## src/rtl/rhsl_pkg.sv

```systemverilog
// Shared types and constants for the RGB to HSL converter.
// Used by rhsl_div_pipe, rgb_to_hsl_converter_top and the testbench; no dependencies.
`timescale 1ns / 1ps

package rhsl_pkg;

  // Input channel width and fixed-point format of saturation and lightness
  localparam int CHAN_W    = 8;
  localparam int FRAC_BITS = 16;
  localparam int FRAC_W    = FRAC_BITS + 1;
  localparam int HUE_W     = 9;

  // Hue numerator reaches 360 * 255, which needs 17 bits
  localparam int HUE_NUM_W = 17;

  // Divider geometry: wide enough for the saturation dividend and the hue numerator
  localparam int NUM_W      = FRAC_BITS + CHAN_W + 1;
  localparam int DEN_W      = CHAN_W + 1;
  localparam int STEP_BITS  = 5;
  localparam int DIV_STAGES = (NUM_W + STEP_BITS - 1) / STEP_BITS;

  // Division lanes
  localparam int LANES      = 2;
  localparam int LANE_HUE   = 0;
  localparam int LANE_SAT   = 1;

  // Lightness (max+min) / 510 as a multiply by a rounded-up reciprocal;
  // a 17-bit shift keeps the floor exact for every sum up to 510
  localparam int LIGHT_SHIFT  = 17;
  localparam int RECIP_W      = FRAC_BITS + LIGHT_SHIFT - CHAN_W;
  localparam int LIGHT_PROD_W = DEN_W + RECIP_W;
  localparam logic [RECIP_W-1:0] LIGHT_RECIP =
    RECIP_W'(((longint'(1) << (FRAC_BITS + LIGHT_SHIFT)) + 509) / 510);

  // Largest legal fraction value
  localparam logic [FRAC_W-1:0] FRAC_ONE  = FRAC_W'(1) << FRAC_BITS;

  typedef logic [NUM_W-1:0] div_num_t;
  typedef logic [DEN_W-1:0] div_den_t;

  // Working state of one division lane
  typedef struct packed {
    logic [DEN_W-1:0] rem;
    div_num_t         acc;
    div_den_t         den;
  } div_lane_t;

endpackage

```

## src/rtl/rhsl_div_pipe.sv

```systemverilog
// Pipelined restoring divider, two unsigned lanes in lockstep plus a lightness sideband.
// Depends on rhsl_pkg for widths, stage count and lane types.
`timescale 1ns / 1ps

module rhsl_div_pipe
  import rhsl_pkg::*;
(
  input  logic                   clk,
  input  logic                   rst_n,
  input  logic                   in_valid,
  output logic                   in_stall,
  input  div_num_t [LANES-1:0]   in_num,
  input  div_den_t [LANES-1:0]   in_den,
  input  logic [FRAC_W-1:0]      in_light,
  output logic                   out_valid,
  input  logic                   out_stall,
  output div_num_t [LANES-1:0]   out_quo,
  output logic [FRAC_W-1:0]      out_light
);

  // One shift-compare-subtract step; the quotient bit shifts into acc
  function automatic div_lane_t lane_step(input div_lane_t s);
    logic [DEN_W:0] t;
    logic           qbit;
    div_lane_t      o;
    t    = {s.rem, s.acc[NUM_W-1]};
    qbit = (t >= {1'b0, s.den});
    o.den = s.den;
    o.rem = qbit ? DEN_W'(t - {1'b0, s.den}) : t[DEN_W-1:0];
    o.acc = {s.acc[NUM_W-2:0], qbit};
    return o;
  endfunction

  logic [DIV_STAGES-1:0] valid_r;
  logic [DIV_STAGES-1:0] en;
  div_lane_t             st_r    [DIV_STAGES][LANES];
  div_lane_t             st_nxt  [DIV_STAGES][LANES];
  logic [FRAC_W-1:0]     light_r [DIV_STAGES];

  // Advance a stage when it is empty or the next one advances
  always_comb begin
    en[DIV_STAGES-1] = !valid_r[DIV_STAGES-1] || !out_stall;
    for (int k = DIV_STAGES - 2; k >= 0; k--) begin
      en[k] = !valid_r[k] || en[k+1];
    end
  end

  assign in_stall = !en[0];

  // Run STEP_BITS division steps per stage; the last stage may run fewer
  always_comb begin
    div_lane_t cur;
    for (int l = 0; l < LANES; l++) begin
      cur.rem = '0;
      cur.acc = in_num[l];
      cur.den = in_den[l];
      for (int j = 0; j < STEP_BITS; j++) begin
        if (j < NUM_W) begin
          cur = lane_step(cur);
        end
      end
      st_nxt[0][l] = cur;
    end
    for (int k = 1; k < DIV_STAGES; k++) begin
      for (int l = 0; l < LANES; l++) begin
        cur = st_r[k-1][l];
        for (int j = 0; j < STEP_BITS; j++) begin
          if (k * STEP_BITS + j < NUM_W) begin
            cur = lane_step(cur);
          end
        end
        st_nxt[k][l] = cur;
      end
    end
  end

  // Move valid bits with the data
  always_ff @(posedge clk) begin
    if (!rst_n) begin
      valid_r <= '0;
    end else begin
      if (en[0]) begin
        valid_r[0] <= in_valid;
      end
      for (int k = 1; k < DIV_STAGES; k++) begin
        if (en[k]) begin
          valid_r[k] <= valid_r[k-1];
        end
      end
    end
  end

  // Hold stage payload while stalled
  always_ff @(posedge clk) begin
    if (en[0]) begin
      light_r[0] <= in_light;
    end
    for (int k = 0; k < DIV_STAGES; k++) begin
      if (en[k]) begin
        for (int l = 0; l < LANES; l++) begin
          st_r[k][l] <= st_nxt[k][l];
        end
      end
    end
    for (int k = 1; k < DIV_STAGES; k++) begin
      if (en[k]) begin
        light_r[k] <= light_r[k-1];
      end
    end
  end

  assign out_valid = valid_r[DIV_STAGES-1];
  assign out_light = light_r[DIV_STAGES-1];

  always_comb begin
    for (int l = 0; l < LANES; l++) begin
      out_quo[l] = st_r[DIV_STAGES-1][l].acc;
    end
  end

endmodule

```

## src/rtl/rgb_to_hsl_converter_top.sv

```systemverilog
// Top level of the RGB to HSL converter: front stages and output mapping.
// Depends on rhsl_pkg and instantiates rhsl_div_pipe.
`timescale 1ns / 1ps

// Usage:
//   Input channel: in_valid / in_stall with one 8-bit red, green and blue value
//   per transfer. Result channel: out_valid / out_stall with hue in whole degrees
//   (0..359) and saturation and lightness as unsigned Q1.16 (65536 = 1.0).
//   Every pixel gives exactly one result, in order.
//   Throughput: one pixel per clock while out_stall is low. The pipeline has two
//   front stages (max/min, then hue numerator and lightness by reciprocal
//   multiply) and a 25-step restoring divider done 5 steps per stage, hue and
//   saturation quotients in parallel lanes with the lightness carried alongside.
//   The last divider stage is the output register. When the receiver stalls,
//   the result holds and stages fill up bubble by bubble; in_stall rises only
//   once every stage holds a pixel.
//   Reset (rst_n low, synchronous) clears all valid bits; payload registers
//   are not reset.

module rgb_to_hsl_converter_top
  import rhsl_pkg::*;
(
  input  logic              clk,
  input  logic              rst_n,
  input  logic              in_valid,
  output logic              in_stall,
  input  logic [CHAN_W-1:0] in_red_in,
  input  logic [CHAN_W-1:0] in_green_in,
  input  logic [CHAN_W-1:0] in_blue_in,
  output logic              out_valid,
  input  logic              out_stall,
  output logic [HUE_W-1:0]  out_hue_deg,
  output logic [FRAC_W-1:0] out_saturation,
  output logic [FRAC_W-1:0] out_lightness
);

  localparam logic [1:0] SEC_RED   = 2'd0;
  localparam logic [1:0] SEC_GREEN = 2'd1;
  localparam logic [1:0] SEC_BLUE  = 2'd2;

  // Stage 1 registers
  logic                s1_valid_r;
  logic [1:0]          s1_sector_r;
  logic signed [CHAN_W:0] s1_diff_r;
  logic [CHAN_W-1:0]   s1_d_r;
  logic [CHAN_W-1:0]   s1_den_r;
  logic [CHAN_W:0]     s1_sum_r;
  logic                s1_grey_r;

  // Stage 1 next values
  logic [CHAN_W-1:0]   mx;
  logic [CHAN_W-1:0]   mn;
  logic [1:0]          s1_sector_nxt;
  logic signed [CHAN_W:0] s1_diff_nxt;
  logic [CHAN_W:0]     s1_sum_nxt;
  logic [CHAN_W:0]     inv_sum;

  // Stage 2 registers and next values
  logic                 s2_valid_r;
  div_num_t [LANES-1:0] s2_num_r;
  div_den_t [LANES-1:0] s2_den_r;
  logic [FRAC_W-1:0]    s2_light_r;
  div_num_t [LANES-1:0] s2_num_nxt;
  div_den_t [LANES-1:0] s2_den_nxt;
  logic [FRAC_W-1:0]    s2_light_nxt;
  logic [LIGHT_PROD_W-1:0] light_prod;
  logic signed [HUE_NUM_W+1:0] d_s;
  logic signed [HUE_NUM_W+1:0] hue_num_s;

  // Handshake between stages
  logic                 s1_en;
  logic                 s2_en;
  logic                 div_stall;
  div_num_t [LANES-1:0] quo;

  assign s2_en    = !s2_valid_r || !div_stall;
  assign s1_en    = !s1_valid_r || s2_en;
  assign in_stall = !s1_en;

  // Find max, min and the hue sector with its channel difference
  always_comb begin
    mx = (in_red_in > in_green_in) ? in_red_in : in_green_in;
    mx = (mx > in_blue_in) ? mx : in_blue_in;
    mn = (in_red_in < in_green_in) ? in_red_in : in_green_in;
    mn = (mn < in_blue_in) ? mn : in_blue_in;
    s1_sum_nxt = {1'b0, mx} + {1'b0, mn};
    inv_sum    = (CHAN_W+1)'(510) - s1_sum_nxt;
    priority if (in_red_in == mx) begin
      s1_sector_nxt = SEC_RED;
      s1_diff_nxt   = $signed({1'b0, in_green_in}) - $signed({1'b0, in_blue_in});
    end else if (in_green_in == mx) begin
      s1_sector_nxt = SEC_GREEN;
      s1_diff_nxt   = $signed({1'b0, in_blue_in}) - $signed({1'b0, in_red_in});
    end else begin
      s1_sector_nxt = SEC_BLUE;
      s1_diff_nxt   = $signed({1'b0, in_red_in}) - $signed({1'b0, in_green_in});
    end
  end

  always_ff @(posedge clk) begin
    if (!rst_n) begin
      s1_valid_r <= 1'b0;
    end else if (s1_en) begin
      s1_valid_r <= in_valid;
    end
  end

  always_ff @(posedge clk) begin
    if (s1_en) begin
      s1_sector_r <= s1_sector_nxt;
      s1_diff_r   <= s1_diff_nxt;
      s1_d_r      <= mx - mn;
      s1_sum_r    <= s1_sum_nxt;
      s1_den_r    <= (s1_sum_nxt <= (CHAN_W+1)'(255)) ? s1_sum_nxt[CHAN_W-1:0]
                                                      : inv_sum[CHAN_W-1:0];
      s1_grey_r   <= (mx == mn);
    end
  end

  // Build hue numerator in 0..360*d, the two dividend/divisor pairs and lightness
  always_comb begin
    d_s = $signed({{(HUE_NUM_W+2-CHAN_W){1'b0}}, s1_d_r});
    unique case (s1_sector_r)
      SEC_RED:   hue_num_s = '0;
      SEC_GREEN: hue_num_s = d_s * (HUE_NUM_W+2)'(120);
      SEC_BLUE:  hue_num_s = d_s * (HUE_NUM_W+2)'(240);
      default:   hue_num_s = '0;
    endcase
    hue_num_s = hue_num_s
              + (HUE_NUM_W+2)'(s1_diff_r) * $signed((HUE_NUM_W+2)'(60));
    if (s1_sector_r == SEC_RED && hue_num_s < 0) begin
      hue_num_s = hue_num_s + d_s * (HUE_NUM_W+2)'(360);
    end

    // Grey pixel: divide zero by one so hue and saturation come out zero
    if (s1_grey_r) begin
      s2_num_nxt[LANE_HUE] = '0;
      s2_den_nxt[LANE_HUE] = DEN_W'(1);
      s2_num_nxt[LANE_SAT] = '0;
      s2_den_nxt[LANE_SAT] = DEN_W'(1);
    end else begin
      s2_num_nxt[LANE_HUE] = NUM_W'(hue_num_s[HUE_NUM_W-1:0]);
      s2_den_nxt[LANE_HUE] = DEN_W'(s1_d_r);
      s2_num_nxt[LANE_SAT] = NUM_W'({s1_d_r, {FRAC_BITS{1'b0}}});
      s2_den_nxt[LANE_SAT] = DEN_W'(s1_den_r);
    end

    // Lightness: multiply the channel sum by the reciprocal of 510, then floor
    light_prod   = LIGHT_PROD_W'(s1_sum_r) * LIGHT_PROD_W'(LIGHT_RECIP);
    s2_light_nxt = light_prod[LIGHT_SHIFT +: FRAC_W];
  end

  always_ff @(posedge clk) begin
    if (!rst_n) begin
      s2_valid_r <= 1'b0;
    end else if (s2_en) begin
      s2_valid_r <= s1_valid_r;
    end
  end

  always_ff @(posedge clk) begin
    if (s2_en) begin
      s2_num_r   <= s2_num_nxt;
      s2_den_r   <= s2_den_nxt;
      s2_light_r <= s2_light_nxt;
    end
  end

  // Divide both lanes; the last divider stage drives the outputs
  rhsl_div_pipe u_div (
    .clk       (clk),
    .rst_n     (rst_n),
    .in_valid  (s2_valid_r),
    .in_stall  (div_stall),
    .in_num    (s2_num_r),
    .in_den    (s2_den_r),
    .in_light  (s2_light_r),
    .out_valid (out_valid),
    .out_stall (out_stall),
    .out_quo   (quo),
    .out_light (out_lightness)
  );

  assign out_hue_deg    = quo[LANE_HUE][HUE_W-1:0];
  assign out_saturation = quo[LANE_SAT][FRAC_W-1:0];

  // Hue stays below a full turn
  a_hue_range: assert property (@(posedge clk) disable iff (!rst_n)
    out_valid |-> (out_hue_deg < HUE_W'(360)))
    else $error("hue out of range");

  // Fractions never exceed 1.0 and upper quotient bits stay clear
  a_sat_range: assert property (@(posedge clk) disable iff (!rst_n)
    out_valid |-> (out_saturation <= FRAC_ONE && quo[LANE_SAT] <= NUM_W'(FRAC_ONE)))
    else $error("saturation out of range");

  a_light_range: assert property (@(posedge clk) disable iff (!rst_n)
    out_valid |-> (out_lightness <= FRAC_ONE))
    else $error("lightness out of range");

  // Input backpressure only comes from a full pipe behind a stalled output
  a_stall_source: assert property (@(posedge clk) disable iff (!rst_n)
    in_stall |-> (out_valid && out_stall && s1_valid_r && s2_valid_r))
    else $error("input stalled without output backpressure");

endmodule

```

## config.mk

```make
export PLATFORM = sky130hd
export DESIGN_NAME = rgb_to_hsl_converter_top
export DESIGN_NICKNAME = d
export VERILOG_FILES = /design/src/rtl/rhsl_pkg.sv /design/src/rtl/rhsl_div_pipe.sv /design/src/rtl/rgb_to_hsl_converter_top.sv
export SDC_FILE = /design/constraint.sdc
export NUM_CORES = 2
export LEC_CHECK = 0
export ABC_AREA = 1
export BUFFER_PORTS_ARGS = -buffer_cell sky130_fd_sc_hd__buf_2
export CORE_ASPECT_RATIO = 1.4
export CORE_MARGIN = 10
export CORE_UTILIZATION = 45
export CTS_BUF_LIST = sky130_fd_sc_hd__clkbuf_4 sky130_fd_sc_hd__clkbuf_8
export DETAILED_ROUTE_END_ITERATION = 7
export SLEW_MARGIN = 20
export SYNTH_ARGS = -nofsm -noshare
export SYNTH_HDL_FRONTEND = slang
export SYNTH_SLANG_ARGS = --single-unit
```

## constraint.sdc

```tcl
create_clock -name clk -period 36 [get_ports clk]
set_input_delay 7.2 -clock clk [delete_from_list [all_inputs] [get_ports clk]]
set_output_delay 7.2 -clock clk [all_outputs]
set_load 0.05 [all_outputs]
```

### Yosys cells after proc, flatten, opt, wreduce, memory -nomap -nowiden

Memory sizes are Yosys's and may differ from the RTL's.
Cells that the tools add are included.

* add/subtract/negate cells: 58
* multipliers: 5
* equal/unequal tests: 5
* mux-type cells: 70
* reduce and logical (&&, ||, !) cells: 18
* magnitude comparators: 56

Operators by type and width (number)
* 10-bit by 9-bit >= comparator with 1-bit output: 48
* 9-bit 2-to-1 mux: 52
* 9-bit subtractor: 48
* 8-bit 2-to-1 mux: 5
* 9-bit by 24-bit multiplier with 33-bit output, second input constant: 1
* 16-bit case mux with 2 select lines: 1
* 8-bit by 8-bit subtractor with 9-bit output: 3
* 8-bit equality test: 3
* 8-bit by 4-bit multiplier with 12-bit output, second input constant: 2
* 17-bit by 16-bit adder with 18-bit output: 1
* 1-bit by 9-bit >= comparator with 1-bit output: 2
* 18-bit by 1-bit less-than comparator with 1-bit output, second input constant: 1
* 1-bit by 9-bit subtractor with 9-bit output: 2
* 17-bit adder: 1
* 17-bit 2-to-1 mux: 1
* 8-bit > comparator: 2
* 8-bit less-than comparator: 2
* 8-bit by 6-bit multiplier with 14-bit output, second input constant: 1
* 9-bit by 5-bit multiplier with 14-bit output, second input constant: 1
* 1-bit 2-to-1 mux: 10
* 8-bit by 8-bit adder with 9-bit output: 1
* 9-bit by 8-bit <= comparator with 1-bit output, second input constant: 1
* 1-bit zero test: 9
* 8-bit subtractor: 1
* 7 further kinds: 13

* memories kept: 2
* bits of input ports: 28
* bits in writable memories: 515
* register bits: 129
* output and inout port bits: 45
* word-level logic and storage cells: 236

Memory list
* u_div.st_r: words 5, width 86, rd ports 5, clocked after Yosys merged registers in 0, wr ports 5, line rhsl_div_pipe.sv:36 `div_lane_t st_r [DIV_STAGES][LANES];`
* u_div.light_r: words 5, width 17, rd ports 5, clocked after Yosys merged registers in 0, wr ports 5, line rhsl_div_pipe.sv:38 `logic [FRAC_W-1:0] light_r [DIV_STAGES];`

### Depth between registers and ports, before layout

An unclocked memory read counts as a cell.

* depth after elaboration: 11
* gate-level depth with buffers: 63
* mapped depth without buffers: 62

### Cells and area by module

From an unflattened synthesis, not the netlist that was laid out.

* cell total of the unflattened synthesis: 6016
* area total of the unflattened synthesis: 49615.1 µm²

By module, submodules not included
* rhsl_div_pipe: cells an instance 4645, sequential area each 14483.9 µm², instances 1, area each 39147.5 µm²
* rgb_to_hsl_converter_top: cells an instance 1371, sequential area each 2412.3 µm², instances 1, area each 10467.5 µm²

### Worst setup path after synthesis

No wires, ideal clock.

* path type: input to output
* start point: input out_stall
* end point: output in_stall
* buffers on the path: 0
* arrival time: 15.256 ns
* required time: 28.800 ns
* stages: 12
* path slack: 13.544 ns
* cell sequence: nand2_1 > nor2_1 > inv_1 > nor2_1 > inv_1 > nor2_1 > inv_1 > nor2_1 > inv_1 > nor2_1 > inv_1 > nor2_1

* word-level cells in the longest chain between the ends: 9

Ends and longest elaborated chain
* from (decl): line rgb_to_hsl_converter_top.sv:31 `input logic out_stall,`
* 1-bit zero test: line rhsl_div_pipe.sv:42 `en[DIV_STAGES-1] = !valid_r[DIV_STAGES-1] || !out_stall;`
* 1-bit logical OR: line rhsl_div_pipe.sv:42
* 1-bit logical OR: line rhsl_div_pipe.sv:44 `en[k] = !valid_r[k] || en[k+1];`
* via u_div.en[3]: line rhsl_div_pipe.sv:35 `logic [DIV_STAGES-1:0] en;`
* 1-bit logical OR: line rhsl_div_pipe.sv:44
* via u_div.en[2]: line rhsl_div_pipe.sv:35
* 1-bit logical OR: line rhsl_div_pipe.sv:44
* via u_div.en[1]: line rhsl_div_pipe.sv:35
* 1-bit logical OR: line rhsl_div_pipe.sv:44
* via u_div.en[0]: line rhsl_div_pipe.sv:35
* 1-bit logical OR: line rgb_to_hsl_converter_top.sv:76 `assign s2_en = !s2_valid_r || !div_stall;`
* via s2_en: line rgb_to_hsl_converter_top.sv:72 `logic s2_en;`
* 1-bit logical OR: line rgb_to_hsl_converter_top.sv:77 `assign s1_en = !s1_valid_r || s2_en;`
* 1-bit zero test: line rgb_to_hsl_converter_top.sv:78 `assign in_stall = !s1_en;`
* to (decl): line rgb_to_hsl_converter_top.sv:26 `output logic in_stall,`

The timed path passes the listed nets, and every way through them passes these cells.

### Worst setup path after layout

* start point: input out_stall
* end point: output in_stall

* word-level cells in the longest chain between the ends: 9

Ends and longest elaborated chain (line)
* 1-bit zero test: rhsl_div_pipe.sv:42
* 1-bit logical OR: rhsl_div_pipe.sv:42
* via u_div.en[4]: rhsl_div_pipe.sv:35
* 1-bit logical OR: rhsl_div_pipe.sv:44
* via u_div.en[3]: rhsl_div_pipe.sv:35
* 1-bit logical OR: rhsl_div_pipe.sv:44
* via u_div.en[2]: rhsl_div_pipe.sv:35
* 1-bit logical OR: rhsl_div_pipe.sv:44
* via u_div.en[1]: rhsl_div_pipe.sv:35
* 1-bit logical OR: rhsl_div_pipe.sv:44
* via u_div.en[0]: rhsl_div_pipe.sv:35
* 1-bit logical OR: rgb_to_hsl_converter_top.sv:76
* via s2_en: rgb_to_hsl_converter_top.sv:72
* 1-bit logical OR: rgb_to_hsl_converter_top.sv:77
* 1-bit zero test: rgb_to_hsl_converter_top.sv:78

The timed path passes the listed nets, and every way through them passes these cells.

==> flow_metrics.env <==
export IMPL_antenna_found_initial=1
export IMPL_dr_total_vias=32740
export IMPL_crit_arrival_ns=8.97
export IMPL_clock_latency_ns=0.70
export IMPL_port_buffers=72
export IMPL_ctsHoldBuffers=0
export IMPL_crit_chain="buf_2 -> nand2_2 -> nor2_1 -> inv_2 -> nor2_1 -> inv_2 -> nor2_1 -> inv_2 -> nor2_1 -> inv_2 -> nor2_1 -> inv_2 -> buf_4 -> nor2_1 -> buf_2"
export IMPL_final_common_cell="nand2_1"
export IMPL_grt_pass1_vias=32330
export IMPL_die_h_um=373.4
export IMPL_grt_max_degree=68
export IMPL_dp_slack_ns=19.79
export IMPL_cp_startpoint="out_stall"
export IMPL_cts_tree="built"
export IMPL_yosys_area_top_type="edfxtp_1"
export IMPL_path_depth=15
export IMPL_r2r_cells=50
export IMPL_tightestPinTransition_ns=0.8934
export IMPL_start_util_pct=45.38
export IMPL_root_buffer="clkbuf_8"
export IMPL_hold_violations=0
export IMPL_dp_hpwl_um=77360
export IMPL_drive_gt1_share_pct=8.938
export IMPL_wirelength_um=92680
export IMPL_viasPerCell=5.094
export IMPL_setup_viol=0
export IMPL_slew_viol_final=0
export IMPL_ys_seq_elements=380
export IMPL_post_cts_resized=0
export IMPL_ant_nets=0
export IMPL_syn_area_sq_mm=0.04014
export IMPL_min_delay_path_class="flip-flop to flip-flop"
export IMPL_crit_buf_inv=8
export IMPL_r2r_end="u_div.st_r[2][79]$_DFFE_PP_"
export IMPL_worstSetupStartpointType="primary input"
export IMPL_io_pin_count=73
export IMPL_dp_cells=6307
export IMPL_first_pass_iters=6
export IMPL_nets=5816
export IMPL_grt_overflow=0
export IMPL_r2r_setup_slack_ns=25.87
export IMPL_maxSlewHeadroom_pct=40.44
export IMPL_finalCriticalPeriod_ns=16.17
export IMPL_max_stage_delay_ns=0.30
export IMPL_path_delay_family="buffers and inverters"
export IMPL_seq_area_sq_mm=0.01134
export IMPL_core_area_sq_mm=0.08845
export IMPL_dieWidth_um=272.4
export IMPL_avgSynthCellArea_sq_um=7.865
export IMPL_crit_type="primary input to primary output"
export IMPL_cts_setup_buffers=0
export IMPL_grt_usage_pct=18.08
export IMPL_cts_sinks=380
export IMPL_final_setup_tns_ns=0
export IMPL_fin_cells=6427
export IMPL_r2r_start="u_div.st_r[1][44]$_DFFE_PP_"
export IMPL_layout_common_cells="1175 x nand2_1, 688 x inv_1, 519 x ha_1"
export IMPL_rows=129
export IMPL_rsz0062_at_grt="false"
export IMPL_fin_crit_sh_pct=44.93
export IMPL_wl_per_cell_um=14.42
export IMPL_initialDrtViolationCount=1238
export IMPL_ctsHtreeMaxLevel=3
export IMPL_grt_pass1_wl_um=153600
export IMPL_min_delay_path_depth=0
export IMPL_cts_buffers=67
export IMPL_synth_seq_area_share_pct=28.26
export IMPL_skew_ns=0.06481
export IMPL_max_freq_mhz=61.83
export IMPL_cpMostUsedCell="nor2_1"
export IMPL_nFillCells=8864
export IMPL_required_ns=28.80
export IMPL_area_delta_synth_final_pct=7.208
export IMPL_synth_area_top_cells="edfxtp_1 28%, ha_1 16%, nand2_1 11%"
export IMPL_dieArea_sq_mm=0.1017
export IMPL_multi_input_area_sq_mm=0.02563
export IMPL_cap_violations=0
export IMPL_cp_endpoint="in_stall"
export IMPL_syn_nets=5722
export IMPL_crit_slowest_cell="buf_2"
export IMPL_cts_buffer_depth=3
export IMPL_yosysWarnings=0
export IMPL_yosysTopAreaCellShare_pct=27.91
export IMPL_outcome="complete, no violations"
export IMPL_crit_fanout=47
export IMPL_fin_ws_ns=19.83
export IMPL_ys_types=74
export IMPL_path_clk_slew_ns=0.06
export IMPL_remaining_drc_errors=0
export IMPL_cp_end_kind="primary output"
export IMPL_gp_congestion=0.9100
export IMPL_syn_instance_count=5103
==> Yosys cell counts, drive strengths merged <==
library cell / n
o221a: 1
a21o: 18
dfxtp: 7
nand2: 1236
o221ai: 2
o211a: 1
o31ai: 4
o21ai: 315
a221o: 1
fa: 72
a21oi: 433
o21bai: 34
and3: 1
buf: 54
o311ai: 1
ha: 519
clkinv: 2
o2111ai: 2
nor2: 415
nor2b: 1
o41ai: 1
nand4: 69
or4: 1
o21a: 7
o31a: 2
nand3b: 22
o211ai: 12
or2: 30
a221oi: 3
edfxtp: 373
xnor2: 135
inv: 720
a31oi: 10
a211oi: 12
and2: 5
a21boi: 5
nand3: 278
xor2: 218
nor4: 8
o22ai: 2
nor3: 60
clkbuf: 9
a32oi: 1
a22o: 1
==> worst reg2reg max path: cells and delay by family, from the launching register on <==
kind / cells / cell delay (ns)
buffers and inverters: 8 / 1.07
AOI/OAI and AO/OA: 7 / 1.41
DFF: 1 / 0.47
adders and majority gates: 5 / 2.45
and+or+nand+nor: 30 / 4.50
==> metrics by stage <==
step / hold slack [ns] / area (sq um) / utilization [%]
floorplan: 0.4003 / 40140 / -
global placement: 0.4014 / 41650 / 47.09
detailed placement: 0.4045 / 41650 / 47.09
CTS: 0.3917 / 43030 / 48.64
global route: 0.3982 / 43030 / 48.65
finish: 0.3762 / 43030 / 48.65
==> per-layer routing <==
layer,global-route usage [%],wire length [um],vias to the layer above
met3,2.170,2205,176
met5,0,0,-
met4,7.591,3635,0
met1,18.68,36590,14920
li1,-,-,17260
met2,35.65,50240,390
==> sequential cells by signal (all words and copies together) (netlist names), 2 cells and up <==
name           flops
u_div.st_r       223
u_div.light_r     70
s2_num_r          23
s2_light_r        14
s1_diff_r          9
s1_d_r             8
s1_sum_r           8
s2_den_r           8
s1_den_r           7
u_div.valid_r      5
s1_sector_r        2
==> logic make-up (layout without fill, tap and decap cells) <==
| group | Yosys count | in the layout | synth area share (%) |
|---|---|---|---|
| and+or+nand+nor | 2126 | 2126 | 24.36 |
| AOI/OAI and AO/OA | 868 | 868 | 12.03 |
| buffers and inverters | 785 | 929 | 7.884 |
| adders and majority gates | 591 | 591 | 19.77 |
| DFF | 380 | 380 | 28.26 |
| xor gates and xnor gates | 353 | 353 | 7.703 |
| other | 0 | 1 | 0 |
==> how the worst min path moves through the flow <==
stage / startpoint / to
final: u_div.light_r[0][0]$_DFFE_PP_ / u_div.light_r[0][17]$_DFFE_PP_
after global routing: u_div.light_r[0][0]$_DFFE_PP_ / u_div.light_r[0][17]$_DFFE_PP_
after CTS: u_div.light_r[0][0]$_DFFE_PP_ / u_div.light_r[0][17]$_DFFE_PP_
after detailed placement: s2_light_r[10]$_DFFE_PP_ / u_div.light_r[0][10]$_DFFE_PP_
after global placement: u_div.st_r[3][10]$_DFFE_PP_ / u_div.st_r[4][15]$_DFFE_PP_
after floorplan: s2_light_r[0]$_DFFE_PP_ / u_div.light_r[0][0]$_DFFE_PP_
==> final cells by class <==
type                    instances  share of cell area [%]
multi-input cells            3938                   59.57
flip-flops and latches        380                   26.36
inverters                     722                   6.322
well taps                    1179                   3.428
clock buffers                  86                   2.547
repair buffers                 88                   1.117
clock inverters                33                  0.6514
diodes                          1                0.005816
Power is left out: the tool's default activity adds up to more than one toggle a clock period on the data nets, which glitch-free logic cannot reach.
